### src/rtl/core/fcrc_pkg.sv
// Shared types, constants and the byte-wide CRC-16/Kermit update.
// Used by every module of frame_crc16_kermit_tail; no dependencies.
`timescale 1ns / 1ps

package fcrc_pkg;

  localparam logic [15:0] CRC_POLY   = 16'h8408;
  localparam logic [15:0] CRC_INIT   = 16'h0000;
  localparam int          QUEUE_DEPTH = 2;

  // Work unit handed from the front to the back: one to three output bytes.
  typedef struct packed {
    logic [7:0] b0;
    logic [7:0] b1;
    logic [7:0] b2;
    logic [1:0] last_idx;    // index of the final byte in this unit
    logic       frame_done;  // final byte of the unit closes the frame
    logic       crc_ok;
    logic       too_short;
  } fcrc_desc_t;

  // Reflected CRC-16 update over one byte, LSB first.
  function automatic logic [15:0] crc_byte(logic [15:0] acc, logic [7:0] b);
    logic [15:0] c;
    c = acc ^ {8'h00, b};
    for (int i = 0; i < 8; i++) begin
      c = c[0] ? ((c >> 1) ^ CRC_POLY) : (c >> 1);
    end
    return c;
  endfunction

endpackage

### src/rtl/core/fcrc_queue.sv
// Small register queue of work units between front and back.
// Depends on fcrc_pkg for the work unit type.
`timescale 1ns / 1ps

module fcrc_queue #(
  parameter int DEPTH = fcrc_pkg::QUEUE_DEPTH
) (
  input  logic                 clk,
  input  logic                 rst,
  input  logic                 push,
  input  fcrc_pkg::fcrc_desc_t push_desc,
  output logic                 full,
  input  logic                 pop,
  output logic                 head_valid,
  output fcrc_pkg::fcrc_desc_t head
);

  localparam int PTR_W = (DEPTH > 1) ? $clog2(DEPTH) : 1;
  localparam int CNT_W = $clog2(DEPTH + 1);

  fcrc_pkg::fcrc_desc_t entries [DEPTH];
  logic [PTR_W-1:0] wr_ptr;
  logic [PTR_W-1:0] rd_ptr;
  logic [CNT_W-1:0] count;

  assign full       = (count == CNT_W'(DEPTH));
  assign head_valid = (count != '0);
  assign head       = entries[rd_ptr];

  always_ff @(posedge clk) begin
    if (push) begin
      entries[wr_ptr] <= push_desc;
    end
  end

  always_ff @(posedge clk) begin
    if (rst) begin
      wr_ptr <= '0;
      rd_ptr <= '0;
      count  <= '0;
    end else begin
      if (push) begin
        wr_ptr <= (wr_ptr == PTR_W'(DEPTH - 1)) ? '0 : wr_ptr + 1'b1;
      end
      if (pop) begin
        rd_ptr <= (rd_ptr == PTR_W'(DEPTH - 1)) ? '0 : rd_ptr + 1'b1;
      end
      case ({push, pop})
        2'b10:   count <= count + 1'b1;
        2'b01:   count <= count - 1'b1;
        default: count <= count;
      endcase
    end
  end

endmodule

### src/rtl/core/fcrc_front.sv
// Front end: accepts frame bytes, keeps the CRC and the two-byte tail delay,
// and turns the bytes it releases into work units. Depends on fcrc_pkg.
`timescale 1ns / 1ps

module fcrc_front (
  input  logic                 clk,
  input  logic                 rst,
  input  logic                 cfg_we,
  input  logic                 cfg_wdata,
  input  logic                 in_valid,
  output logic                 in_ready,
  input  logic [7:0]           data_byte,
  input  logic                 frame_end,
  input  logic                 q_full,
  output logic                 push,
  output fcrc_pkg::fcrc_desc_t push_desc
);

  logic        check_mode;
  logic [15:0] crc;
  logic [7:0]  hold0;
  logic [7:0]  hold1;
  logic [1:0]  bytes_seen;
  logic        accept;
  logic [15:0] crc_fold;
  logic        tail_ok;

  assign in_ready = !q_full;
  assign accept   = in_valid && in_ready;
  assign crc_fold = fcrc_pkg::crc_byte(crc, hold0);
  assign tail_ok  = (hold1 == crc_fold[7:0]) && (data_byte == crc_fold[15:8]);

  always_comb begin
    push_desc = '0;
    push      = 1'b0;
    if (!frame_end) begin
      // release the older held byte once two are in the delay line
      push         = accept && (bytes_seen >= 2'd2);
      push_desc.b0 = hold0;
    end else begin
      push                 = accept;
      push_desc.frame_done = 1'b1;
      if (bytes_seen >= 2'd2) begin
        push_desc.b0       = hold0;
        push_desc.last_idx = 2'd2;
        if (check_mode) begin
          push_desc.b1     = hold1;
          push_desc.b2     = data_byte;
          push_desc.crc_ok = tail_ok;
        end else begin
          push_desc.b1 = crc_fold[7:0];
          push_desc.b2 = crc_fold[15:8];
        end
      end else begin
        push_desc.too_short = 1'b1;
        if (bytes_seen == 2'd1) begin
          push_desc.b0       = hold0;
          push_desc.b1       = data_byte;
          push_desc.last_idx = 2'd1;
        end else begin
          push_desc.b0 = data_byte;
        end
      end
    end
  end

  always_ff @(posedge clk) begin
    if (rst) begin
      check_mode <= 1'b0;
      crc        <= fcrc_pkg::CRC_INIT;
      hold0      <= '0;
      hold1      <= '0;
      bytes_seen <= '0;
    end else begin
      if (cfg_we) begin
        check_mode <= cfg_wdata;
      end
      if (accept) begin
        if (frame_end) begin
          crc        <= fcrc_pkg::CRC_INIT;
          hold0      <= '0;
          hold1      <= '0;
          bytes_seen <= '0;
        end else begin
          if (bytes_seen >= 2'd2) begin
            crc   <= crc_fold;
            hold0 <= hold1;
            hold1 <= data_byte;
          end else if (bytes_seen[0]) begin
            hold1 <= data_byte;
          end else begin
            hold0 <= data_byte;
          end
          if (bytes_seen != 2'd3) begin
            bytes_seen <= bytes_seen + 1'b1;
          end
        end
      end
    end
  end

endmodule

### src/rtl/core/fcrc_back.sv
// Back end: walks each work unit byte by byte into the output register.
// Depends on fcrc_pkg.
`timescale 1ns / 1ps

module fcrc_back (
  input  logic                 clk,
  input  logic                 rst,
  input  logic                 head_valid,
  input  fcrc_pkg::fcrc_desc_t head,
  output logic                 pop,
  output logic                 out_valid,
  input  logic                 out_ready,
  output logic [7:0]           out_byte,
  output logic                 out_last,
  output logic                 crc_ok,
  output logic                 too_short
);

  logic [1:0] idx;
  logic       emit;
  logic       unit_end;
  logic       is_last;
  logic [7:0] sel_byte;

  assign emit     = head_valid && (!out_valid || out_ready);
  assign unit_end = (idx == head.last_idx);
  assign is_last  = unit_end && head.frame_done;
  assign pop      = emit && unit_end;

  always_comb begin
    case (idx)
      2'd0:    sel_byte = head.b0;
      2'd1:    sel_byte = head.b1;
      default: sel_byte = head.b2;
    endcase
  end

  always_ff @(posedge clk) begin
    if (rst) begin
      idx       <= '0;
      out_valid <= 1'b0;
    end else begin
      if (emit) begin
        idx       <= unit_end ? 2'd0 : idx + 1'b1;
        out_valid <= 1'b1;
      end else if (out_ready) begin
        out_valid <= 1'b0;
      end
    end
  end

  // payload: hold while the receiver stalls
  always_ff @(posedge clk) begin
    if (emit) begin
      out_byte  <= sel_byte;
      out_last  <= is_last;
      crc_ok    <= is_last && head.crc_ok;
      too_short <= is_last && head.too_short;
    end
  end

endmodule

### src/rtl/core/frame_crc16_kermit_tail.sv
// CRC-16/Kermit frame tail generator and checker.
// Input channel: in_valid/in_ready carry data_byte and frame_end (last byte of a frame).
// Output channel: out_valid/out_ready carry out_byte, out_last, crc_ok, too_short.
// cfg_we/cfg_wdata write check_mode (0 generate, 1 check); write only while idle.
// The CRC covers every byte but the last two, which sit in a two-byte delay line.
// Generate mode swaps those two bytes for the CRC, low byte first; check mode
// passes them and raises crc_ok on the last byte if they match the CRC.
// Frames of one or two bytes pass unchanged with too_short set on the last byte.
// Throughput: one byte per cycle while the queue has room; the back end emits
// the bytes of each unit one at a time, so a frame's three-byte flush keeps it
// busy, and short frames that follow can fill the two-entry queue and drop in_ready.
// Each output is written first into a queue entry, then into the output register.
// in_ready drops only while the queue between front and back is full.
// Stalls on out_ready hold the output register and back up through the queue.
// Synchronous reset clears the CRC, the delay line, check_mode and both channels.
`timescale 1ns / 1ps

module frame_crc16_kermit_tail #(
  parameter int QUEUE_DEPTH = fcrc_pkg::QUEUE_DEPTH
) (
  input  logic       clk,
  input  logic       rst,
  input  logic       cfg_we,
  input  logic       cfg_wdata,
  input  logic       in_valid,
  output logic       in_ready,
  input  logic [7:0] data_byte,
  input  logic       frame_end,
  output logic       out_valid,
  input  logic       out_ready,
  output logic [7:0] out_byte,
  output logic       out_last,
  output logic       crc_ok,
  output logic       too_short
);

  logic                 q_full;
  logic                 push;
  fcrc_pkg::fcrc_desc_t push_desc;
  logic                 pop;
  logic                 head_valid;
  fcrc_pkg::fcrc_desc_t head;

  fcrc_front u_front (
    .clk       (clk),
    .rst       (rst),
    .cfg_we    (cfg_we),
    .cfg_wdata (cfg_wdata),
    .in_valid  (in_valid),
    .in_ready  (in_ready),
    .data_byte (data_byte),
    .frame_end (frame_end),
    .q_full    (q_full),
    .push      (push),
    .push_desc (push_desc)
  );

  fcrc_queue #(
    .DEPTH (QUEUE_DEPTH)
  ) u_queue (
    .clk        (clk),
    .rst        (rst),
    .push       (push),
    .push_desc  (push_desc),
    .full       (q_full),
    .pop        (pop),
    .head_valid (head_valid),
    .head       (head)
  );

  fcrc_back u_back (
    .clk        (clk),
    .rst        (rst),
    .head_valid (head_valid),
    .head       (head),
    .pop        (pop),
    .out_valid  (out_valid),
    .out_ready  (out_ready),
    .out_byte   (out_byte),
    .out_last   (out_last),
    .crc_ok     (crc_ok),
    .too_short  (too_short)
  );

endmodule

### config.mk
export PLATFORM = sky130hd
export DESIGN_NAME = frame_crc16_kermit_tail
export DESIGN_NICKNAME = d
export VERILOG_FILES = /design/src/rtl/core/fcrc_pkg.sv /design/src/rtl/core/fcrc_queue.sv /design/src/rtl/core/fcrc_front.sv /design/src/rtl/core/fcrc_back.sv /design/src/rtl/core/frame_crc16_kermit_tail.sv
export SDC_FILE = /design/constraint.sdc
export NUM_CORES = 1
export LEC_CHECK = 0
export ABC_CLOCK_PERIOD_IN_PS = 3770
export BUFFER_PORTS_ARGS = -buffer_cell sky130_fd_sc_hd__buf_2
export CORE_MARGIN = 10
export CORE_UTILIZATION = 40
export CTS_CLUSTER_DIAMETER = 50
export DETAILED_ROUTE_END_ITERATION = 6
export PLACE_DENSITY_LB_ADDON = 0.2
export RECOVER_POWER = 50
export SLEW_MARGIN = 20
export SYNTH_ARGS = -nofsm -noshare
export SYNTH_HDL_FRONTEND = slang
export SYNTH_SLANG_ARGS = --single-unit
### constraint.sdc
create_clock -name clk -period 3.77 [get_ports clk]
set_input_delay 0.5655 -clock clk [delete_from_list [all_inputs] [get_ports clk]]
set_output_delay 0.5655 -clock clk [all_outputs]
set_load 0.1 [all_outputs]
==> results.json, run 1 <==
{
  "yosysSeqAreaShare": 0.564,
  "h-tree-depth": 3,
  "syn2layout_area_growth_pct": 11.0,
  "crit_buf_inv": 2,
  "critPathRequiredTime_ns": 3.72,
  "route.detailed.drc": 0,
  "gr-usage-all-layers": 0.126,
  "synth_area_um2": 5200,
  "reg2reg_from": "u_front.bytes_seen[1]",
  "vias_per_cell": 5.18,
  "violations": "max-capacitance violations, max-slew violations",
  "fin_worst_skew_ns": 0.00885,
  "p_leak_nw": 2.05,
  "synth.distinct_cells": 42,
  "cp_cell_sequence": "clkbuf_1 > o311ai_4 > nor2_2 > clkbuf_1",
  "io_pins": 28,
  "cp_top_family": "buffers and inverters",
  "fp-row-count": 41,
  "io_buffers": 27,
  "clkTransAtPathRegs_ns": 0.07,
  "crit_path_max_fanout": 32,
  "maxSlewViolCount": 83,
  "power_density_nw_per_um2": 673,
  "cp.depth": 4,
  "post_cts_buffers": 0,
  "min_period_ns": 3.21,
  "syn_nets": 470,
  "grt_pass1_wl_um": 17900,
  "die_h_um": 134,
  "tritoncts": "built",
  "power_frac_seq": 0.408,
  "finalHoldViolCount": 0,
  "power_frac_comb": 0.352,
  "post_drt_wl_per_cell_um": 17.1,
  "layout_worst_path_cycle_share": 0.852,
  "netSwitchingFraction": 0.392,
  "dieArea_um2": 18000,
  "drt-initial-drc-count": 273,
  "max_slew_margin": -0.326,
  "rsz0062_at_grt": "no",
  "yosysWarnings": 0,
  "cts_buffer_depth": 2,
  "worst_pin_slew_ns": 1.99,
  "setup_tns_ns": 0,
  "critPathLaunch": "frame_end",
  "r2r_cells": 4,
  "hold_buffers": 0,
  "ant_nets": 0,
  "clock.fmax_mhz": 311,
  "drive_gt1_frac": 0.0911,
  "clock_latency_ns": 0.35,
  "slowest_stage": "clkbuf_1",
  "worst_path_most_repeated_cell": "clkbuf_1",
  "grt_max_degree": 44,
  "antennaDiodeCount": 0,
  "synth-edff-count": 69,
  "clkPwrFrac": 0.240,
  "gp_congestion": 0.774,
  "cts_sinks": 112,
  "hp-class": "register to register",
  "p_int_mw": 2.36,
  "cpPeakStageDelay_ns": 1.18,
  "arrival_ns": 3.16,
  "fill_cells": 1169,
  "synth_ff_type": "edfxtp_1",
  "cts-root-buf": "clkbuf_16",
  "status": "finished with violations",
  "total_power_mw": 3.89,
  "multi_input_area_um2": 2160,
  "grt_pass1_vias": 3288,
  "cp-end-kind": "register",
  "crit_type": "primary input to register",
  "nets": 489,
  "die_width_um": 134,
  "synth-seq-cells": 112,
  "initial_core_util": 0.410,
  "overflow": 0,
  "core_area_um2": 12700,
  "async_reset_ff_frac": 0,
  "switching_power_mw": 1.53,
  "critPathLaunchType": "primary input",
  "seq_area_um2": 2930,
  "synth_cells": 449,
  "hold_depth": 2,
  "cts_buffers": 9,
  "hold_path.startpoint": "u_back.idx[1]",
  "drtPass1Iterations": 4,
  "wirelength_um": 11000,
  "cap_violations": 3,
  "post_cts_resized": 0,
  "num_vias": 3336,
  "ir_drop_mv": 0.255,
  "setup_viol": 0,
  "synth_area_per_cell_um2": 11.6,
  "dp_hpwl_um": 7660,
  "antenna_found_initial": 0
}
## cells in the final DEF (no fill, tap or decap), drive strengths merged, types with 2 or more instances in the layout
cell type,synthesis,final
edfxtp,69,69
nor2,68,68
dfxtp,43,43
mux2i,32,32
clkbuf,22,29
a21oi,24,24
xnor2,23,23
nand2,21,21
a22oi,21,21
xor2,16,16
buf,3,14
o21ai,13,13
mux2,8,8
a22o,8,8
a211oi,8,8
a31oi,8,8
nor3b,8,8
inv,7,7
nand3,6,6
ha,6,6
nor3,5,5
nand2b,3,3
and2,3,3
and3,3,3
or3,3,3
xnor3,3,3
clkinv,0,3
nor2b,2,2
xor3,2,2
a32oi,2,2
nor4,2,2
or4,2,2
## routing by layer
layer / vias to the layer above / global-route usage / wire length, um
li1: 1668 / - / -
met3: 15 / 0.0243 / 421
met1: 1600 / 0.172 / 5420
met5: - / 0 / 0
met4: 0 / 0.0586 / 227
met2: 53 / 0.189 / 4940
## power by group through the flow
stage                     clock (mW)  sequential, mW  combinational, mW
after floorplan                    0            2.07              0.668
after global placement             0            1.61               1.40
after detailed placement           0            1.61               1.41
after CTS                      0.957            1.58               1.41
after global routing            1.01            1.60               1.49
final                          0.934            1.58               1.37
## stage by stage
step | worst slack (ns) | cell area (um2) | utilization | std cells | hold WS, ns
after floorplan | 0.117 | 5200 | - | 449 | 0.432
after global placement | 1.10 | 5520 | 0.436 | 629 | 0.440
after detailed placement | 0.970 | 5520 | 0.436 | 629 | 0.445
after CTS | 0.935 | 5810 | 0.459 | 644 | 0.454
after global routing | 0.330 | 5770 | 0.456 | 644 | 0.486
final | 0.559 | 5770 | 0.456 | 644 | 0.452
## sequential cells by signal (all words and copies together) (netlist names), 2 cells and up, named ones only
signal and flops:
u_queue.entries 58, u_front.crc 16, u_back.out_byte 8, u_front.hold0 8, u_front.hold1 8, u_back.idx 2, u_front.bytes_seen 2, u_queue.count 2
## kinds of logic after synthesis
family                     count (synthesis)  synth area share
buffers and inverters                     32            0.0231
AOI/OAI and AO/OA                         88             0.115
adders and majority gates                  6            0.0144
and+or+nand+nor                          127             0.110
muxes                                     40            0.0789
DFF                                      112             0.564
xor gates and xnor gates                  44            0.0936
## path summary, 6_finish.rpt
kind | end | slack (ns)
min | u_back.idx[1] | 0.45
max | u_queue.entries[1][23] | 0.56
max reg2reg | u_queue.entries[1][23] | 0.62
min reg2reg | u_back.idx[1] | 0.45
## worst register-to-register path: cells and delay by family, from the launching register on
family | cells | cell delay [ns]
AND/OR/NAND/NOR | 1 | 0.13
flip-flops | 1 | 0.86
buffers and inverters | 1 | 1.18
AO/OA/AOI/OAI | 1 | 0.16
adder cells (fa/ha/maj) | 1 | 0.40
## cell usage after synthesis (all sizes together), types with 3 or more instances
library cell | count | area (um2)
a211oi | 8 | 60.1
a21oi | 24 | 120
a22o | 8 | 70.1
a22oi | 21 | 158
a31oi | 8 | 50.1
and2 | 3 | 18.8
and3 | 3 | 18.8
buf | 3 | 11.3
clkbuf | 22 | 82.6
dfxtp | 43 | 861
edfxtp | 69 | 2070
ha | 6 | 75.1
inv | 7 | 26.3
mux2 | 8 | 90.1
mux2i | 32 | 320
nand2 | 21 | 78.8
nand2b | 3 | 18.8
nand3 | 6 | 30.0
nor2 | 68 | 255
nor3 | 5 | 25.0
nor3b | 8 | 60.1
o21ai | 13 | 68.8
or3 | 3 | 18.8
xnor2 | 23 | 228
xnor3 | 3 | 71.3
xor2 | 16 | 140
## final cells by class
| class | count | share of cell area |
|---|---|---|
| inverters | 7 | 0.00455 |
| well taps | 172 | 0.0373 |
| flip-flops and latches | 112 | 0.508 |
| multi-input cells | 305 | 0.375 |
| clock buffers | 10 | 0.0397 |
| repair buffers | 33 | 0.0254 |
| clock inverters | 5 | 0.0102 |
(Power assumes the default switching activity.)
==> run 2: changes to the inputs <==
--- a/config.mk
+++ b/config.mk
@@ -16,4 +16,5 @@
 export SLEW_MARGIN = 20
 export SYNTH_ARGS = -nofsm -noshare
 export SYNTH_HDL_FRONTEND = slang
+export SYNTH_HIERARCHICAL = 1
 export SYNTH_SLANG_ARGS = --single-unit
==> run 2 against run 1 <==
- the run still ends with max-capacitance violations, max-slew violations left
- first-iteration DRC count shrank 1.1%
- maximum frequency grew 21%
- setup slack improved by 0.55 ns
- sequential power barely moved
- via count is 4.5% higher
- non-clock buffer count up 1
- synthesized cell count increased by 6.9%
- global-route usage is 0.52 points higher
- final cell count grew 5.6%
- wire length is 9.8% higher
- largest cell class unchanged
- largest power group unchanged
==> results.json, run 2 <==
{
  "ir_drop_mv": 0.266,
  "synth_cells": 480,
  "gp_congestion": 0.807,
  "hold_buffers": 0,
  "drtPass1Iterations": 4,
  "num_vias": 3485,
  "io_buffers": 27,
  "cp-end-kind": "register",
  "clock.fmax_mhz": 376,
  "critPathLaunchType": "primary input",
  "setup_tns_ns": 0,
  "total_power_mw": 3.98,
  "wirelength_um": 12100,
  "cp_top_family": "simple AND/OR/NAND/NOR gates",
  "vias_per_cell": 5.13,
  "grt_pass1_vias": 3364,
  "clock_latency_ns": 0.35,
  "slowest_stage": "clkbuf_1",
  "grt_pass1_wl_um": 19000,
  "die_width_um": 137,
  "netlist_top_cells_count": "edfxtp_1, nand2_1, nor2_1, dfxtp_1, mux2_2",
  "grt_max_degree": 44,
  "synthXorXnorAreaFrac": 0.105,
  "synth_ff_type": "edfxtp_1",
  "r2r_end": "u_queue/count[1]",
  "nets": 520,
  "synth.distinct_cells": 49,
  "core_area_um2": 13300,
  "largest_reg_flops": 58,
  "initial_core_util": 0.412,
  "cp_cell_sequence": "clkbuf_1 > and2_0 > nor2b_1 > mux2_2",
  "top_register": "u_queue/entries",
  "power_density_nw_per_um2": 656,
  "post_drt_wl_per_cell_um": 17.8,
  "h-tree-depth": 3,
  "async_reset_ff_frac": 0,
  "route.detailed.drc": 0,
  "layout_worst_path_cycle_share": 0.705,
  "post_cts_resized": 0,
  "max_slew_margin": -0.418,
  "hold_end": "u_front/check_mode",
  "layout_common_cells": "edfxtp_1, nand2_1, nor2_1",
  "fin_worst_skew_ns": 0.0104,
  "cts_buffers": 9,
  "drt-initial-drc-count": 270,
  "critPathRequiredTime_ns": 3.86,
  "arrival_ns": 2.75,
  "synth.area.mux_share": 0.114,
  "setup_viol": 0,
  "tritoncts": "built",
  "yosys.area_share.simple": 0.125,
  "gr-usage-all-layers": 0.131,
  "crit_path_max_fanout": 31,
  "reg2reg_from": "u_front/bytes_seen[0]",
  "synth-edff-count": 69,
  "worst_pin_slew_ns": 2.13,
  "r2r_cells": 10,
  "synth_most_common_cell": "edfxtp_1",
  "cts-root-buf": "clkbuf_16",
  "hold_depth": 3,
  "overflow": 0,
  "die_h_um": 137,
  "crit_type": "primary input to register",
  "antenna_found_initial": 0,
  "final_common_cell": "edfxtp_1",
  "synth_area_leaders": "edfxtp_1, dfxtp_1, mux2_2",
  "cap_violations": 1,
  "syn2layout_area_growth_pct": 10.1,
  "cpPeakStageDelay_ns": 0.85,
  "violations": "max-capacitance violations, max-slew violations",
  "p_leak_nw": 2.19,
  "maxSlewViolCount": 44,
  "synth_area_leader_cell": "edfxtp_1",
  "crit_buf_inv": 1,
  "netlist.area_leader.share": 0.376,
  "r2r_slack_ns": 1.14,
  "hold_path.startpoint": "cfg_wdata",
  "whs_ns": 0.465,
  "dp_hpwl_um": 8370,
  "top_regs": "u_queue/entries x58, u_front/crc x16",
  "io_pins": 28,
  "ant_nets": 0,
  "fp-row-count": 42,
  "synth-seq-cells": 112,
  "rsz0062_at_grt": "no",
  "cts_buffer_depth": 2,
  "utilization": 0.454,
  "syn_nets": 501,
  "clkTransAtPathRegs_ns": 0.07,
  "synth_fa_ha_area_frac": 0.0136,
  "yosysWarnings": 6,
  "synth_area_per_cell_um2": 11.5,
  "post_cts_buffers": 0,
  "synth_top_family_by_area": "simple AND/OR/NAND/NOR gates",
  "drive_gt1_frac": 0.188,
  "cts_sinks": 112,
  "hp-class": "primary input to register",
  "antennaDiodeCount": 0,
  "status": "finished with violations",
  "min_period_ns": 2.66,
  "synth_compound_area_frac": 0.0827,
  "synth_area_um2": 5510,
  "finalHoldViolCount": 0,
  "dieArea_um2": 18900,
  "yosysSeqAreaShare": 0.533
}
[run 2: changes by cell type in the layout (fill, tap and decap cells not counted), moves of 7 or more]
cell,change
a211oi_1,-7
a31oi_1,-8
mux2_2,+28
mux2i_1,-11
nand2_1,+32
nand3b_1,+8
nor2_1,-15
nor3b_1,-8
xor2_1,-8
[run 2: kinds of logic (layout without fill, tap and decap cells)]
group / after synthesis / count (layout)
buf+inv: 37 / 61
mux: 58 / 58
compound gates: 72 / 72
simple gates: 149 / 149
flops: 112 / 112
xor+xnor: 46 / 46
fa+ha+maj: 6 / 6
[run 2: power by group]
group / internal (mW) / switching (mW) / total (mW)
Sequential: 1.51 / 0.0864 / 1.60
Clock: 0.515 / 0.442 / 0.957
Combinational: 0.390 / 1.03 / 1.42
[run 2: worst max path at each step]
stage / startpoint / end / depth (start not counted)
after floorplan: frame_end / u_queue/entries[0][0] / 6
after global placement: u_front/bytes_seen[0] / u_queue/count[1] / 10
after detailed placement: u_front/bytes_seen[0] / u_queue/count[1] / 10
after CTS: u_front/bytes_seen[0] / u_queue/count[1] / 10
after global routing: frame_end / u_queue/entries[0][22] / 4
final: frame_end / u_queue/entries[0][27] / 4
[run 2: area by class of cell]
cell class                      count  area (um2)
Clock buffer                        9         225
Inverter                           11        41.3
Timing Repair Buffer               34         165
Clock inverter                      7        70.1
Fill cell                        1250        7290
Multi-Input combinational cell    331        2400
Sequential cell                   112        2930
Tap cell                          176         220
[run 2: tightest hold or removal path: stages]
cell,delay [ns]
buf_2,0.07
mux2i_1,0.06
nor2_1,0.08
[run 2: per-stage QoR]
stage	setup WS, ns	std cells	area, um2
after floorplan	0.760	480	5510
after global placement	1.26	664	5810
after detailed placement	1.22	664	5810
after CTS	1.19	680	6100
after global routing	0.950	680	6060
final	1.11	680	6060
[run 2: per-layer routing]
metal,share of wire,vias to the layer above,GRT usage
li1,-,1728,-
met1,0.48,1675,0.184
met2,0.46,65,0.198
met3,0.039,17,0.0215
met4,0.018,0,0.0509
met5,0,-,0
==> run 3: changes to the inputs <==
--- a/config.mk
+++ b/config.mk
@@ -5,7 +5,7 @@
 export SDC_FILE = /design/constraint.sdc
 export NUM_CORES = 1
 export LEC_CHECK = 0
-export ABC_CLOCK_PERIOD_IN_PS = 3770
+export ABC_CLOCK_PERIOD_IN_PS = 2500
 export BUFFER_PORTS_ARGS = -buffer_cell sky130_fd_sc_hd__buf_2
 export CORE_MARGIN = 10
 export CORE_UTILIZATION = 40
==> constraint.sdc (replaced) <==
create_clock -name clk -period 2.5 [get_ports clk]
set_input_delay 0.375 -clock clk [delete_from_list [all_inputs] [get_ports clk]]
set_output_delay 0.375 -clock clk [all_outputs]
set_load 0.1 [all_outputs]
==> run 3 against run 2 <==
- die area unchanged
- design area up 1.1%
- clock-buffer cell count unchanged
- largest cell class unchanged
- non-clock buffer count up 8
- sequential share of layout area down 0.52 points
- critical endpoint is now u_queue/count[1]
- clock skew down 0.0028 ns
- the run still ends with max-capacitance violations, max-slew violations left
- global-route usage about the same
- total power up 51%
- highest routed layer unchanged
- combinational power up 52%
- wire length down 2.0%
==> results.json, run 3 (synthesis results as in run 2) <==
{
  "status": "finished with violations",
  "violations": "max-capacitance violations, max-slew violations",
  "final_common_cell": "edfxtp_1",
  "clkPwrFrac": 0.240,
  "fill_cells": 1253,
  "post_cts_buffers": 0,
  "finalHoldViolCount": 0,
  "max_slew_margin": -0.378,
  "setup_viol": 0,
  "clock.fmax_mhz": 441,
  "ir_drop_mv": 0.320,
  "power_frac_comb": 0.361,
  "largest_reg_flops": 58,
  "cpPeakStageDelay_ns": 0.39,
  "layout_worst_path_cycle_share": 0.908,
  "h-tree-depth": 3,
  "slowest_stage": "dfxtp_1",
  "min_period_ns": 2.27,
  "maxSlewViolCount": 44,
  "core_area_um2": 13300,
  "antenna_found_initial": 0,
  "cp_top_family": "simple AND/OR/NAND/NOR gates",
  "route.detailed.drc": 0,
  "fin_worst_skew_ns": 0.00760,
  "fp-row-count": 42,
  "final_area_um2": 6130,
  "top_register": "u_queue/entries",
  "cts-root-buf": "clkbuf_16",
  "io_pins": 28,
  "clock_latency_ns": 0.35,
  "cts_buffers": 9,
  "critPathLaunchType": "register",
  "num_vias": 3527,
  "post_drt_wl_per_cell_um": 17.2,
  "power_density_nw_per_um2": 980,
  "p_int_mw": 3.67,
  "p_leak_nw": 2.24,
  "critPathRequiredTime_ns": 2.75,
  "hold_buffers": 0,
  "post_cts_resized": 0,
  "gp_congestion": 0.840,
  "drtPass1Iterations": 4,
  "hold_path.startpoint": "cfg_wdata",
  "place_inst": 672,
  "drive_gt1_frac": 0.205,
  "cp_cell_sequence": "mux2_2 > or2_2 > a21oi_2 > and2_2 > ha_1 > or3_1 > a21oi_1",
  "rsz0062_at_grt": "no",
  "initial_core_util": 0.412,
  "vias_per_cell": 5.13,
  "arrival_ns": 2.52,
  "overflow": 0,
  "io_buffers": 27,
  "cts_buffer_depth": 2,
  "drt-initial-drc-count": 273,
  "nets": 528,
  "grt_pass1_vias": 3573,
  "worst_pin_slew_ns": 2.07,
  "switching_power_mw": 2.33,
  "dieArea_um2": 18900,
  "cts_sinks": 112,
  "die_h_um": 137,
  "cap_violations": 1,
  "gr-usage-all-layers": 0.131,
  "top_regs": "u_queue/entries x58, u_front/crc x16",
  "antennaDiodeCount": 0,
  "cp-end-kind": "register",
  "hp-class": "primary input to register",
  "die_width_um": 137,
  "grt_pass1_wl_um": 19200,
  "wirelength_um": 11800,
  "crit_type": "register to register",
  "syn2layout_area_growth_pct": 11.3,
  "setup_tns_ns": 0,
  "clkTransAtPathRegs_ns": 0.07,
  "crit_buf_inv": 0,
  "tritoncts": "built",
  "layout_common_cells": "edfxtp_1, nand2_1, nor2_1",
  "ant_nets": 0,
  "dp_hpwl_um": 8350,
  "power_frac_seq": 0.400,
  "stdcell_count": 687,
  "dpl_cell_area_um2": 5880,
  "grt_max_degree": 44,
  "crit_path_max_fanout": 5,
  "netSwitchingFraction": 0.388
}
## run 3: changes by cell type in the layout (fill, tap and decap cells not counted), sizes merged
cell / delta
buf: +6
clkbuf: +2
clkinv: -2
clkinvlp: -1
inv: +2
## run 3: through the flow
stage	hold WS [ns]	total power [mW]	setup WS, ns	utilization
global route	0.263	6.33	0.0832	0.459
detailed placement	0.492	4.67	0.275	0.440
finish	0.260	6.00	0.231	0.459
global placement	0.478	4.65	0.311	0.440
floorplan	0.437	4.20	0.0498	-
CTS	0.252	6.11	0.247	0.462
## run 3: final cells by class
| type | instances | area, um2 | share of cell area |
|---|---|---|---|
| Clock inverter | 6 | 65.1 | 0.0106 |
| Multi-Input combinational cell | 331 | 2420 | 0.396 |
| Timing Repair Buffer | 42 | 218 | 0.0355 |
| Clock buffer | 9 | 225 | 0.0368 |
| Tap cell | 176 | 220 | 0.0359 |
| Sequential cell | 112 | 2930 | 0.479 |
| Inverter | 11 | 41.3 | 0.00674 |
## run 3: routing by layer
metal,share of wire,global-route usage,up-vias
met5,0,0,-
met4,0.021,0.0632,0
met3,0.038,0.0182,16
met2,0.47,0.209,57
met1,0.47,0.172,1706
li1,-,-,1748
## run 3: final timing paths
path / endpoint / slack, ns / cells past startpoint
max: u_queue/count[1] / 0.23 / 7
max reg2reg: u_queue/count[1] / 0.23 / 7
min: u_front/check_mode / 0.26 / 3
min reg2reg: u_queue/count[1] / 0.51 / 2
## run 3: worst register-to-register path, stage by stage, from the launching register on
cell     delay, ns
dfxtp_1       0.39
mux2_2        0.36
or2_2         0.30
a21oi_2       0.18
and2_2        0.19
ha_1          0.26
or3_1         0.35
a21oi_1       0.15
## run 3: power groups by stage
stage | Sequential, mW | Clock [mW] | Combinational, mW
floorplan | 3.13 | 0 | 1.07
global placement | 2.43 | 0 | 2.23
finish | 2.40 | 1.44 | 2.16
global route | 2.43 | 1.56 | 2.33
CTS | 2.39 | 1.48 | 2.24
detailed placement | 2.44 | 0 | 2.23
